## config.mk

```make
export PLATFORM = sky130hd
export DESIGN_NAME = sha1_stream_hasher_flat
export DESIGN_NICKNAME = d
export VERILOG_FILES = /design/src/design/sha1s_pkg.sv /design/src/design/sha1s_if.sv /design/src/design/sha1_stream_hasher.sv /design/src/flat_wrapper.sv
export SDC_FILE = /design/constraint.sdc
export NUM_CORES = 2
export LEC_CHECK = 0
export ABC_AREA = 1
export BUFFER_PORTS_ARGS = -buffer_cell sky130_fd_sc_hd__buf_2
export CAP_MARGIN = 20
export CORE_MARGIN = 5
export CORE_UTILIZATION = 50
export DETAILED_ROUTE_END_ITERATION = 12
export GPL_TIMING_DRIVEN = 0
export PLACE_DENSITY = 0.66
export SLEW_MARGIN = 20
export SYNTH_ARGS = -nofsm -noshare
export SYNTH_HDL_FRONTEND = slang
export SYNTH_SLANG_ARGS = --single-unit
```

## constraint.sdc

```tcl
create_clock -name clk -period 38.2 [get_ports clk]
set_input_delay 3.82 -clock clk [delete_from_list [all_inputs] [get_ports clk]]
set_output_delay 3.82 -clock clk [all_outputs]
set_load 0.02 [all_outputs]
```

## src/design/sha1s_pkg.sv

```systemverilog
package sha1s_pkg;

	typedef logic [31:0] word_t;

	localparam int unsigned HashWords  = 5;
	localparam int unsigned BlockWords = 16;
	localparam int unsigned Rounds     = 80;

	localparam word_t K0 = 32'h5A827999;
	localparam word_t K1 = 32'h6ED9EBA1;
	localparam word_t K2 = 32'h8F1BBCDC;
	localparam word_t K3 = 32'hCA62C1D6;

	localparam word_t IV [HashWords] = '{
		32'h67452301, 32'hefcdab89, 32'h98badcfe, 32'h10325476, 32'hc3d2e1f0
	};

	localparam word_t PAD_WORD = 32'h80000000;

	function automatic word_t rotl(input word_t x, input int unsigned n);
		rotl = (x << n) | (x >> (32 - n));
	endfunction

endpackage

```

## src/design/sha1s_if.sv

```systemverilog
interface sha1s_msg_if;
	logic        valid;
	logic        ready;
	logic [31:0] data_word;
	logic [2:0]  byte_count;
	logic        end_of_message;

	modport source (output valid, data_word, byte_count, end_of_message, input ready);
	modport sink   (input valid, data_word, byte_count, end_of_message, output ready);
endinterface

interface sha1s_digest_if;
	logic        valid;
	logic        ready;
	logic [31:0] digest_word;
	logic [2:0]  word_index;
	logic        last_word;

	modport source (output valid, digest_word, word_index, last_word, input ready);
	modport sink   (input valid, digest_word, word_index, last_word, output ready);
endinterface

```

## src/design/sha1_stream_hasher.sv

```systemverilog
// Channel  Dir  Payload                                  Transaction
// msg      in   data_word, byte_count, end_of_message    one message word (final may be short)
// digest   out  digest_word, word_index, last_word       one digest word, five per message
//
// Each message word is taken while idle; every 16th word starts a compression that runs
// the 80 rounds through the single round adder, then folds into the chained hash.
// The final word is followed by pad words, one or two compressions and five digest
// transactions.
// arst_n clears the sequencer and loads the standard initial hash values.
// msg.ready is low while compressing, padding or draining the digest; digest stalls hold.
module sha1_stream_hasher
	import sha1s_pkg::*;
(
	input  logic                  clk,
	input  logic                  arst_n,
	sha1s_msg_if.sink             msg,
	sha1s_digest_if.source        digest
);

	localparam logic [2:0] S_IDLE  = 3'd0;
	localparam logic [2:0] S_ROUND = 3'd1;
	localparam logic [2:0] S_FOLD  = 3'd2;
	localparam logic [2:0] S_PAD   = 3'd3;
	localparam logic [2:0] S_OUT   = 3'd4;

	logic [2:0]  state_q;
	word_t       h_q [HashWords];     // chained hash
	word_t       w_q [BlockWords];    // message schedule window, w_q[0] is oldest
	word_t       a_q, b_q, c_q, d_q, e_q;
	logic [6:0]  t_q;                 // round counter
	logic [3:0]  wpos_q;              // words held in the current block
	logic [60:0] bytes_q;             // message length in bytes, wraps
	logic        padding_q;           // final word seen, padding in progress
	logic        pad80_q;             // lone pad-marker word still owed
	logic        len_hi_q;            // high length word pushed, low word next
	logic        done_q;              // last block of the message is loaded
	logic [2:0]  oidx_q;

	logic        msg_acc, dig_acc;
	logic [2:0]  cnt;
	word_t       keep_mask, pad_bits;
	logic        push_en;
	word_t       push_word;
	word_t       wt, f_val, k_val, tmp;

	assign msg.ready    = (state_q == S_IDLE);
	assign msg_acc      = msg.valid && msg.ready;
	assign digest.valid = (state_q == S_OUT);
	assign dig_acc      = digest.valid && digest.ready;

	assign digest.digest_word = h_q[oidx_q];
	assign digest.word_index  = oidx_q;
	assign digest.last_word   = (oidx_q == 3'(HashWords - 1));

	// Clamp the byte count; anything above four means a full word.
	assign cnt = (msg.byte_count > 3'd4) ? 3'd4 : msg.byte_count;

	always_comb begin
		case (cnt)
			3'd0:    begin keep_mask = 32'h00000000; pad_bits = 32'h80000000; end
			3'd1:    begin keep_mask = 32'hFF000000; pad_bits = 32'h00800000; end
			3'd2:    begin keep_mask = 32'hFFFF0000; pad_bits = 32'h00008000; end
			3'd3:    begin keep_mask = 32'hFFFFFF00; pad_bits = 32'h00000080; end
			default: begin keep_mask = 32'hFFFFFFFF; pad_bits = 32'h00000000; end
		endcase
	end

	// Select the word entering the block buffer this cycle.
	always_comb begin
		push_en   = 1'b0;
		push_word = '0;
		if (msg_acc) begin
			push_en   = 1'b1;
			push_word = msg.end_of_message ? ((msg.data_word & keep_mask) | pad_bits)
			                               : msg.data_word;
		end else if (state_q == S_PAD) begin
			push_en = 1'b1;
			if (pad80_q)
				push_word = PAD_WORD;
			else if (len_hi_q)
				push_word = {bytes_q[28:0], 3'b000};
			else if (wpos_q == 4'd14)
				push_word = bytes_q[60:29];
			else
				push_word = '0;
		end
	end

	// One SHA-1 round: schedule word, round function and the five-input add.
	always_comb begin
		wt = (t_q < 7'd16) ? w_q[0] : rotl(w_q[13] ^ w_q[8] ^ w_q[2] ^ w_q[0], 1);
		if (t_q < 7'd20) begin
			f_val = (b_q & c_q) | (~b_q & d_q);
			k_val = K0;
		end else if (t_q < 7'd40) begin
			f_val = b_q ^ c_q ^ d_q;
			k_val = K1;
		end else if (t_q < 7'd60) begin
			f_val = (b_q & c_q) | (b_q & d_q) | (c_q & d_q);
			k_val = K2;
		end else begin
			f_val = b_q ^ c_q ^ d_q;
			k_val = K3;
		end
		tmp = rotl(a_q, 5) + f_val + e_q + k_val + wt;
	end

	// Schedule window and round registers carry no reset.
	always_ff @(posedge clk) begin
		if (push_en || state_q == S_ROUND) begin
			for (int i = 0; i < BlockWords - 1; i++)
				w_q[i] <= w_q[i + 1];
			w_q[BlockWords - 1] <= (state_q == S_ROUND) ? wt : push_word;
		end
		if (push_en && wpos_q == 4'd15) begin
			a_q <= h_q[0];
			b_q <= h_q[1];
			c_q <= h_q[2];
			d_q <= h_q[3];
			e_q <= h_q[4];
		end else if (state_q == S_ROUND) begin
			e_q <= d_q;
			d_q <= c_q;
			c_q <= rotl(b_q, 30);
			b_q <= a_q;
			a_q <= tmp;
		end
	end

	always_ff @(posedge clk or negedge arst_n) begin
		if (!arst_n) begin
			state_q   <= S_IDLE;
			for (int i = 0; i < HashWords; i++)
				h_q[i] <= IV[i];
			t_q       <= '0;
			wpos_q    <= '0;
			bytes_q   <= '0;
			padding_q <= 1'b0;
			pad80_q   <= 1'b0;
			len_hi_q  <= 1'b0;
			done_q    <= 1'b0;
			oidx_q    <= '0;
		end else begin
			// Track length and padding bookkeeping on each accepted word.
			if (msg_acc) begin
				if (msg.end_of_message) begin
					bytes_q   <= bytes_q + 61'(cnt);
					padding_q <= 1'b1;
					pad80_q   <= (cnt == 3'd4);
					len_hi_q  <= 1'b0;
					done_q    <= 1'b0;
				end else begin
					bytes_q <= bytes_q + 61'd4;
				end
			end
			if (state_q == S_PAD) begin
				if (pad80_q)
					pad80_q <= 1'b0;
				else if (len_hi_q) begin
					len_hi_q <= 1'b0;
					done_q   <= 1'b1;
				end else if (wpos_q == 4'd14)
					len_hi_q <= 1'b1;
			end
			if (push_en)
				wpos_q <= wpos_q + 4'd1;

			unique case (state_q)
				S_IDLE: begin
					if (msg_acc) begin
						if (wpos_q == 4'd15) begin
							state_q <= S_ROUND;
							t_q     <= '0;
						end else if (msg.end_of_message)
							state_q <= S_PAD;
					end
				end
				S_PAD: begin
					if (wpos_q == 4'd15) begin
						state_q <= S_ROUND;
						t_q     <= '0;
					end
				end
				S_ROUND: begin
					t_q <= t_q + 7'd1;
					if (t_q == 7'(Rounds - 1))
						state_q <= S_FOLD;
				end
				S_FOLD: begin
					h_q[0] <= h_q[0] + a_q;
					h_q[1] <= h_q[1] + b_q;
					h_q[2] <= h_q[2] + c_q;
					h_q[3] <= h_q[3] + d_q;
					h_q[4] <= h_q[4] + e_q;
					if (!padding_q)
						state_q <= S_IDLE;
					else if (done_q)
						state_q <= S_OUT;
					else
						state_q <= S_PAD;
				end
				S_OUT: begin
					if (dig_acc) begin
						if (oidx_q == 3'(HashWords - 1)) begin
							// Restart the chain for the next message.
							for (int i = 0; i < HashWords; i++)
								h_q[i] <= IV[i];
							bytes_q   <= '0;
							wpos_q    <= '0;
							padding_q <= 1'b0;
							done_q    <= 1'b0;
							oidx_q    <= '0;
							state_q   <= S_IDLE;
						end else begin
							oidx_q <= oidx_q + 3'd1;
						end
					end
				end
				default: state_q <= S_IDLE;
			endcase
		end
	end

	// Input side never opens while a digest is on offer.
	a_no_overlap: assert property (@(posedge clk) disable iff (!arst_n)
		!(msg.ready && digest.valid))
		else $error("msg ready while digest valid");

	// A compression always starts on an empty block position.
	a_round_wpos: assert property (@(posedge clk) disable iff (!arst_n)
		(state_q == S_ROUND) |-> (wpos_q == 4'd0 && t_q < 7'(Rounds)))
		else $error("round state with stray block position");

	// After the fifth digest word the chain is back at the initial values.
	a_restart: assert property (@(posedge clk) disable iff (!arst_n)
		(dig_acc && digest.last_word) |=>
			(h_q[0] == IV[0] && h_q[4] == IV[4] && bytes_q == '0 && state_q == S_IDLE))
		else $error("hash not restarted after digest");

	// Digest output only after the length words have gone in.
	a_out_done: assert property (@(posedge clk) disable iff (!arst_n)
		$rose(digest.valid) |-> ($past(state_q) == S_FOLD && done_q))
		else $error("digest offered before padding finished");

endmodule
```

## src/flat_wrapper.sv

```systemverilog
// flat-port wrapper written by rule: the top's interface ports become plain ports
module sha1_stream_hasher_flat import sha1s_pkg::*;
  (clk, arst_n, msg_valid, msg_data_word, msg_byte_count, msg_end_of_message, msg_ready, digest_valid, digest_digest_word, digest_word_index, digest_last_word, digest_ready);
  sha1s_msg_if msg_i ();
  sha1s_digest_if digest_i ();
  input  logic clk;
  input  logic arst_n;
  input wire logic [$bits(msg_i.valid)-1:0] msg_valid;
  input wire logic [$bits(msg_i.data_word)-1:0] msg_data_word;
  input wire logic [$bits(msg_i.byte_count)-1:0] msg_byte_count;
  input wire logic [$bits(msg_i.end_of_message)-1:0] msg_end_of_message;
  output wire logic [$bits(msg_i.ready)-1:0] msg_ready;
  output wire logic [$bits(digest_i.valid)-1:0] digest_valid;
  output wire logic [$bits(digest_i.digest_word)-1:0] digest_digest_word;
  output wire logic [$bits(digest_i.word_index)-1:0] digest_word_index;
  output wire logic [$bits(digest_i.last_word)-1:0] digest_last_word;
  input wire logic [$bits(digest_i.ready)-1:0] digest_ready;
  assign msg_i.valid = msg_valid;
  assign msg_i.data_word = msg_data_word;
  assign msg_i.byte_count = msg_byte_count;
  assign msg_i.end_of_message = msg_end_of_message;
  assign msg_ready = msg_i.ready;
  assign digest_valid = digest_i.valid;
  assign digest_digest_word = digest_i.digest_word;
  assign digest_word_index = digest_i.word_index;
  assign digest_last_word = digest_i.last_word;
  assign digest_i.ready = digest_ready;
  sha1_stream_hasher u_core (.clk(clk), .arst_n(arst_n), .msg(msg_i), .digest(digest_i));
endmodule
```

After elaboration in Yosys (flattened, before gate mapping):

Memories as Yosys holds them, arrays and structs flattened.
Cells that the tools add are included.

* $add $sub $neg: 14
* multipliers: 0
* divide/modulo/power cells: 0
* $lt $le $gt $ge: 6
* equal/unequal tests: 18
* shift-type cells: 0
* multiplexer cells: 83
* bitwise gates (word level): 19
* reductions and logical operators: 13

Operators with widths (number)
* 32-bit 2-to-1 mux: 25
* 160-bit 2-to-1 mux: 2
* 160-bit case mux with 2 select lines: 1
* 61-bit 2-to-1 mux: 5
* 32-bit adder: 9
* 32-bit case mux with 4 select lines: 2
* 32-bit bitwise AND: 5
* 32-bit bitwise XOR: 5
* 32-bit OR: 4
* 32-bit binary-select mux with 3-bit select: 1
* 61-bit by 3-bit adder with 61-bit output: 1
* 61-bit by 3-bit adder with 61-bit output, second input constant: 1
* 3-bit 2-to-1 mux: 11
* 32-bit NOT: 1
* 32-bit by 1-bit OR with 32-bit output: 1
* 32-bit by 30-bit OR with 32-bit output: 1
* 32-bit by 5-bit OR with 32-bit output: 1
* 31-bit 2-to-1 mux: 1
* 1-bit 2-to-1 mux: 27
* 7-bit case mux with 3 select lines: 1
* 4-bit 2-to-1 mux: 4
* 3-bit case mux with 5 select lines: 1
* 7-bit by 5-bit < comparator with 1-bit output, second input constant: 2
* 7-bit by 6-bit < comparator with 1-bit output, second input constant: 2
* other kinds (23): 39

* flip-flop bits (word level): 402
* latch bits: 0
* RAM bits: 512
* bits in read-only memories: 0
* input port bits: 40
* output and inout bits: 38
* logic and storage cells: 173
* memories: 1

Memory list
* u_core.w_q: depth 16, bits a word 32, rd ports 16, clocked after Yosys merged registers in 0, write ports 16, RTL line sha1_stream_hasher.sv:28 `word_t w_q [BlockWords];`

Logic depth before layout (Yosys ltp):

* depth after elaboration: 12
* gate-level depth with buffers: 27
* depth with buffers taken out: 26

Worst setup path before layout:

No wires, ideal clock.

* path type: in2reg
* start point: input msg_valid
* end point: memory u_core.w_q[0][0] in the netlist's numbering (enable)
* setup time: 3.645 ns
* data arrival time: 12.305 ns
* data required time: 34.555 ns
* slack: 22.250 ns
* cell stages on the path: 4
* path buffers: 0
* cell sequence: nand2_2 -> nand2_2 -> inv_2 -> nand2_1

RTL lines
* start, declared: RTL line flat_wrapper.sv:8 `input wire logic [$bits(msg_i.valid)-1:0] msg_valid;`
* end, declared: RTL line sha1_stream_hasher.sv:28

Worst setup path after layout:

* start point: register u_core.t_q[4]
* end point: register u_core.a_q[27], data pin

* cells in the longest elaborated chain, start to end: 10
* elaborated cells on any way between the ends: 17
* classes of those cells: 4 x add/sub; 4 x order compare; 9 x mux

RTL lines
* start, declared: RTL line sha1_stream_hasher.sv:30 `logic [6:0] t_q;`
* start signal, assigned: RTL line sha1_stream_hasher.sv:185 `t_q <= t_q + 7'd1;`
* 7-bit by 6-bit < comparator with 1-bit output: RTL line sha1_stream_hasher.sv:98 `end else if (t_q < 7'd60) begin`
* 32-bit 2-to-1 mux: RTL line sha1_stream_hasher.sv:98
* 32-bit 2-to-1 mux: RTL line sha1_stream_hasher.sv:95 `end else if (t_q < 7'd40) begin`
* 32-bit 2-to-1 mux: RTL line sha1_stream_hasher.sv:92 `if (t_q < 7'd20) begin`
* 32-bit adder (3 in a row): RTL line sha1_stream_hasher.sv:105 `tmp = rotl(a_q, 5) + f_val + e_q + k_val + wt;`
* 32-bit adder *: RTL line sha1_stream_hasher.sv:105
* 32-bit 2-to-1 mux *: RTL line sha1_stream_hasher.sv:121 `end else if (state_q == S_ROUND) begin`
* 32-bit 2-to-1 mux *: RTL line sha1_stream_hasher.sv:115 `if (push_en && wpos_q == 4'd15) begin`
* end signal, assigned: RTL line sha1_stream_hasher.sv:116 `a_q <= h_q[0];`
* end signal, assigned: RTL line sha1_stream_hasher.sv:126 `a_q <= tmp;`
* end, declared: RTL line sha1_stream_hasher.sv:29 `word_t a_q, b_q, c_q, d_q, e_q;`

Every way passes the cells marked *; elsewhere a longest branch is shown, timed or not. The select of a mux whose other input is x is not followed.
A chain may end at the register's enable or synchronous reset.

==> impl_metrics.env <==
export IMPL_timing_fmax_mhz=135
export IMPL_synth_top_area_share=0.389
export IMPL_outcome="complete, no violations"
export IMPL_grtUsageMet2=0.506
export IMPL_vias_per_cell=6.08
export IMPL_synthCells=5566
export IMPL_grt_busiest_layer="met1"
export IMPL_drive_gt1_frac=0.0750
export IMPL_clockBufferDepth=3
export IMPL_cts_htree_levels=3
export IMPL_globalplace_congestion=1.10
export IMPL_cp_top_family="simple AND/OR/NAND/NOR gates"
export IMPL_nets=6137
export IMPL_cts_post_setup_buffers_inserted=0
export IMPL_critPathMaxFanout=9
export IMPL_antenna_found_initial=22
export IMPL_routed_wirelength_um=211000
export IMPL_rows=118
export IMPL_portBuffers=77
export IMPL_synth_avg_cell_area_sq_um=9.31
export IMPL_finalCriticalPeriod_ns=7.39
export IMPL_hold_class="reg -> reg"
export IMPL_fin_setup_tns_ns=0
export IMPL_async_flop_share=0.265
export IMPL_cts_root_buf="clkbuf_16"
export IMPL_ys_ff_latch=914
export IMPL_overflow=0
export IMPL_required_ns=38.63
export IMPL_die_area_sq_um=110000
export IMPL_cts_hold_buf=0
export IMPL_crit_top_cell="nand2_1"
export IMPL_synth_seq_area_share=0.508
export IMPL_yosysWarnings=0
export IMPL_cts_sinks=914
export IMPL_cts_buffers=100
export IMPL_core_area_sq_um=103000
export IMPL_slew_headroom=0.115
export IMPL_startpoint_type="register"
export IMPL_hold_violations=0
export IMPL_clock_skew_ns=0.0600
export IMPL_critPathArrivalTime_ns=7.82
export IMPL_crit_type="reg -> reg"
export IMPL_worst_slew_pin_slew_ns=1.33
export IMPL_first_global_vias=40300
export IMPL_cts_tree="built"
export IMPL_finalCritPeriodShare=0.193
export IMPL_grt_pass1_wl_um=294000
export IMPL_slowest_stage="a221oi_1"
export IMPL_drv_slew=0
export IMPL_crit_buf_inv=2
export IMPL_dp_hpwl_um=167000
export IMPL_start_util=0.502
export IMPL_yosysTopAreaCell="edfxtp_1"
export IMPL_critical_path_max_stage_delay_ns=1.21
export IMPL_yosys_top_cells_area="edfxtp_1 (39%), dfrtp_1 (7.8%), nand2_1 (7.6%)"
export IMPL_drt_wirelength_per_cell_um=29.1
export IMPL_maxCapViolations=0
export IMPL_area_delta_synth_final_pct=11.5
export IMPL_grt_usage=0.371
export IMPL_die_h_um=332
export IMPL_grt_use_met1=0.546
export IMPL_crit_chain="nand2_1 -> nand2_1 -> nand3_1 -> nand2_1 -> clkinv_1 -> a221oi_1 -> fa_1 -> fa_1 -> inv_1 -> fa_1 -> ha_1 -> nand2_1 -> nor2_1 -> nand4_1 -> o21ai_0 -> nand3_1 -> nand3_1 -> nand2_1 -> nand3_1 -> o21ai_0"
export IMPL_mappedNetlistNets=5935
export IMPL_clkTransAtPathRegs_ns=0.06
export IMPL_end_kind="register"
export IMPL_clkLatencyLatePin_ns=0.74
export IMPL_drt_initial_drc_count=6381
export IMPL_final_common_cell="nand2_1"
export IMPL_setup_violations=0
export IMPL_vias=44000
export IMPL_io_pins=78
export IMPL_fill_cells=9288
export IMPL_synth_cell_type_count=65
export IMPL_grt_max_degree=86
export IMPL_most_common_layout_cells="nand2_1 (1053), inv_1 (738), edfxtp_1 (672), o21ai_0 (517), a21oi_1 (410)"
export IMPL_synth_edf_count=672
export IMPL_drc=0
export IMPL_firstDrtPassIters=9
export IMPL_synth_ff_type="edfxtp_1"
export IMPL_ant_nets=0
export IMPL_chipWidth_um=332
export IMPL_syn_area_sq_um=51800
export IMPL_rsz0062_at_grt="false"
export IMPL_grt_use_met3=0.124
export IMPL_ctsResizeCount=0
-- worst reg2reg max path, stage by stage (launching register included) --
cell	delay, ns
dfrtp_1	0.44
nand2_1	0.14
nand2_1	0.25
nand3_1	0.34
nand2_1	0.37
clkinv_1	0.47
a221oi_1	1.22
fa_1	0.60
fa_1	0.51
inv_1	0.05
fa_1	0.42
ha_1	0.41
nand2_1	0.12
nor2_1	0.28
nand4_1	0.11
o21ai_0	0.53
nand3_1	0.19
nand3_1	0.12
nand2_1	0.05
nand3_1	0.32
o21ai_0	0.19
-- final cells by class --
cell class / instances / area [sq um] / share of cell area
multi-input combinational: 3764 / 22000 / 0.382
timing repair buffer: 100 / 847 / 0.0147
antenna: 4 / 10.0 / 0.000173
inverter: 754 / 2850 / 0.0493
clock buffer: 120 / 2630 / 0.0455
sequential: 914 / 26300 / 0.456
buffer: 134 / 613 / 0.0106
tap: 1380 / 1730 / 0.0299
clock inverter: 69 / 727 / 0.0126
-- per-layer routing --
layer / share of wire / wire length (um)
met1: 0.42 / 88900
met2: 0.40 / 83600
met3: 0.13 / 28200
met4: 0.048 / 10100
met5: 0.00048 / 101
-- sequential cells by signal, summed over array words and instances, names as in the netlist --
signal	cells
u_core.a_q	32
u_core.b_q	32
u_core.bytes_q	61
u_core.c_q	32
u_core.d_q	32
u_core.digest.word_index	3
u_core.done_q	1
u_core.e_q	32
u_core.h_q	160
u_core.len_hi_q	1
u_core.pad80_q	1
u_core.padding_q	1
u_core.state_q	3
u_core.t_q	7
u_core.w_q	512
u_core.wpos_q	4
-- per-stage QoR --
step | utilization | cells | cell area (sq um) | setup slack (ns) | hold slack (ns)
after detailed placement | 0.527 | 7046 | 54400 | 31.23 | 0.405
after CTS | 0.560 | 7235 | 57800 | 31.05 | 0.401
after global routing | 0.560 | 7235 | 57800 | 30.87 | 0.399
after floorplan | - | 5566 | 51800 | 22.25 | 0.400
after global placement | 0.523 | 7023 | 53900 | 17.90 | 0.400
final | 0.560 | 7239 | 57800 | 30.81 | 0.397
-- kinds of logic after synthesis --
kind of cell / count (synthesis) / synth area share
simple gates: 1968 / 0.160
compound gates: 1269 / 0.135
flops: 914 / 0.508
buf+inv: 888 / 0.0664
fa+ha+maj: 329 / 0.0968
xor+xnor: 198 / 0.0335
-- cell usage after synthesis (7+ instances only) --
cell type,instances
inv_2,10
o21a_1,19
a22oi_1,7
xnor2_1,125
nand3_1,293
dfrtp_1,162
o22ai_1,75
o21bai_1,28
nor2_2,12
buf_1,13
dfstp_2,80
buf_2,28
inv_1,738
a21boi_0,21
buf_4,12
ha_1,209
o21ai_1,64
clkbuf_1,79
or2_2,13
nand2_1,1054
a21o_1,30
xor2_1,73
nor4_1,11
o221ai_1,24
edfxtp_1,672
o211ai_1,16
a21oi_1,410
nand3b_1,18
nor2_1,398
a31oi_1,12
nor3_1,65
nand4_1,74
fa_1,120
o21ai_0,529
a221oi_1,15
-- path summary, 6_finish.rpt --
path,startpoint,endpoint,slack [ns],cells past startpoint
max,u_core.t_q[4],u_core.a_q[27],30.81,20
min in group asynchronous,arst_n,u_core.h_q[64],2.85,1
min reg2reg,u_core.w_q[15][21],u_core.w_q[14][21],0.40,0
max in group asynchronous,arst_n,u_core.bytes_q[3],33.69,4
max reg2reg,u_core.t_q[4],u_core.a_q[27],30.81,20
min,u_core.w_q[15][21],u_core.w_q[14][21],0.40,0
Power is not shown: default switching activity piles up to over one toggle a cycle in this logic, so the estimate is an artifact.
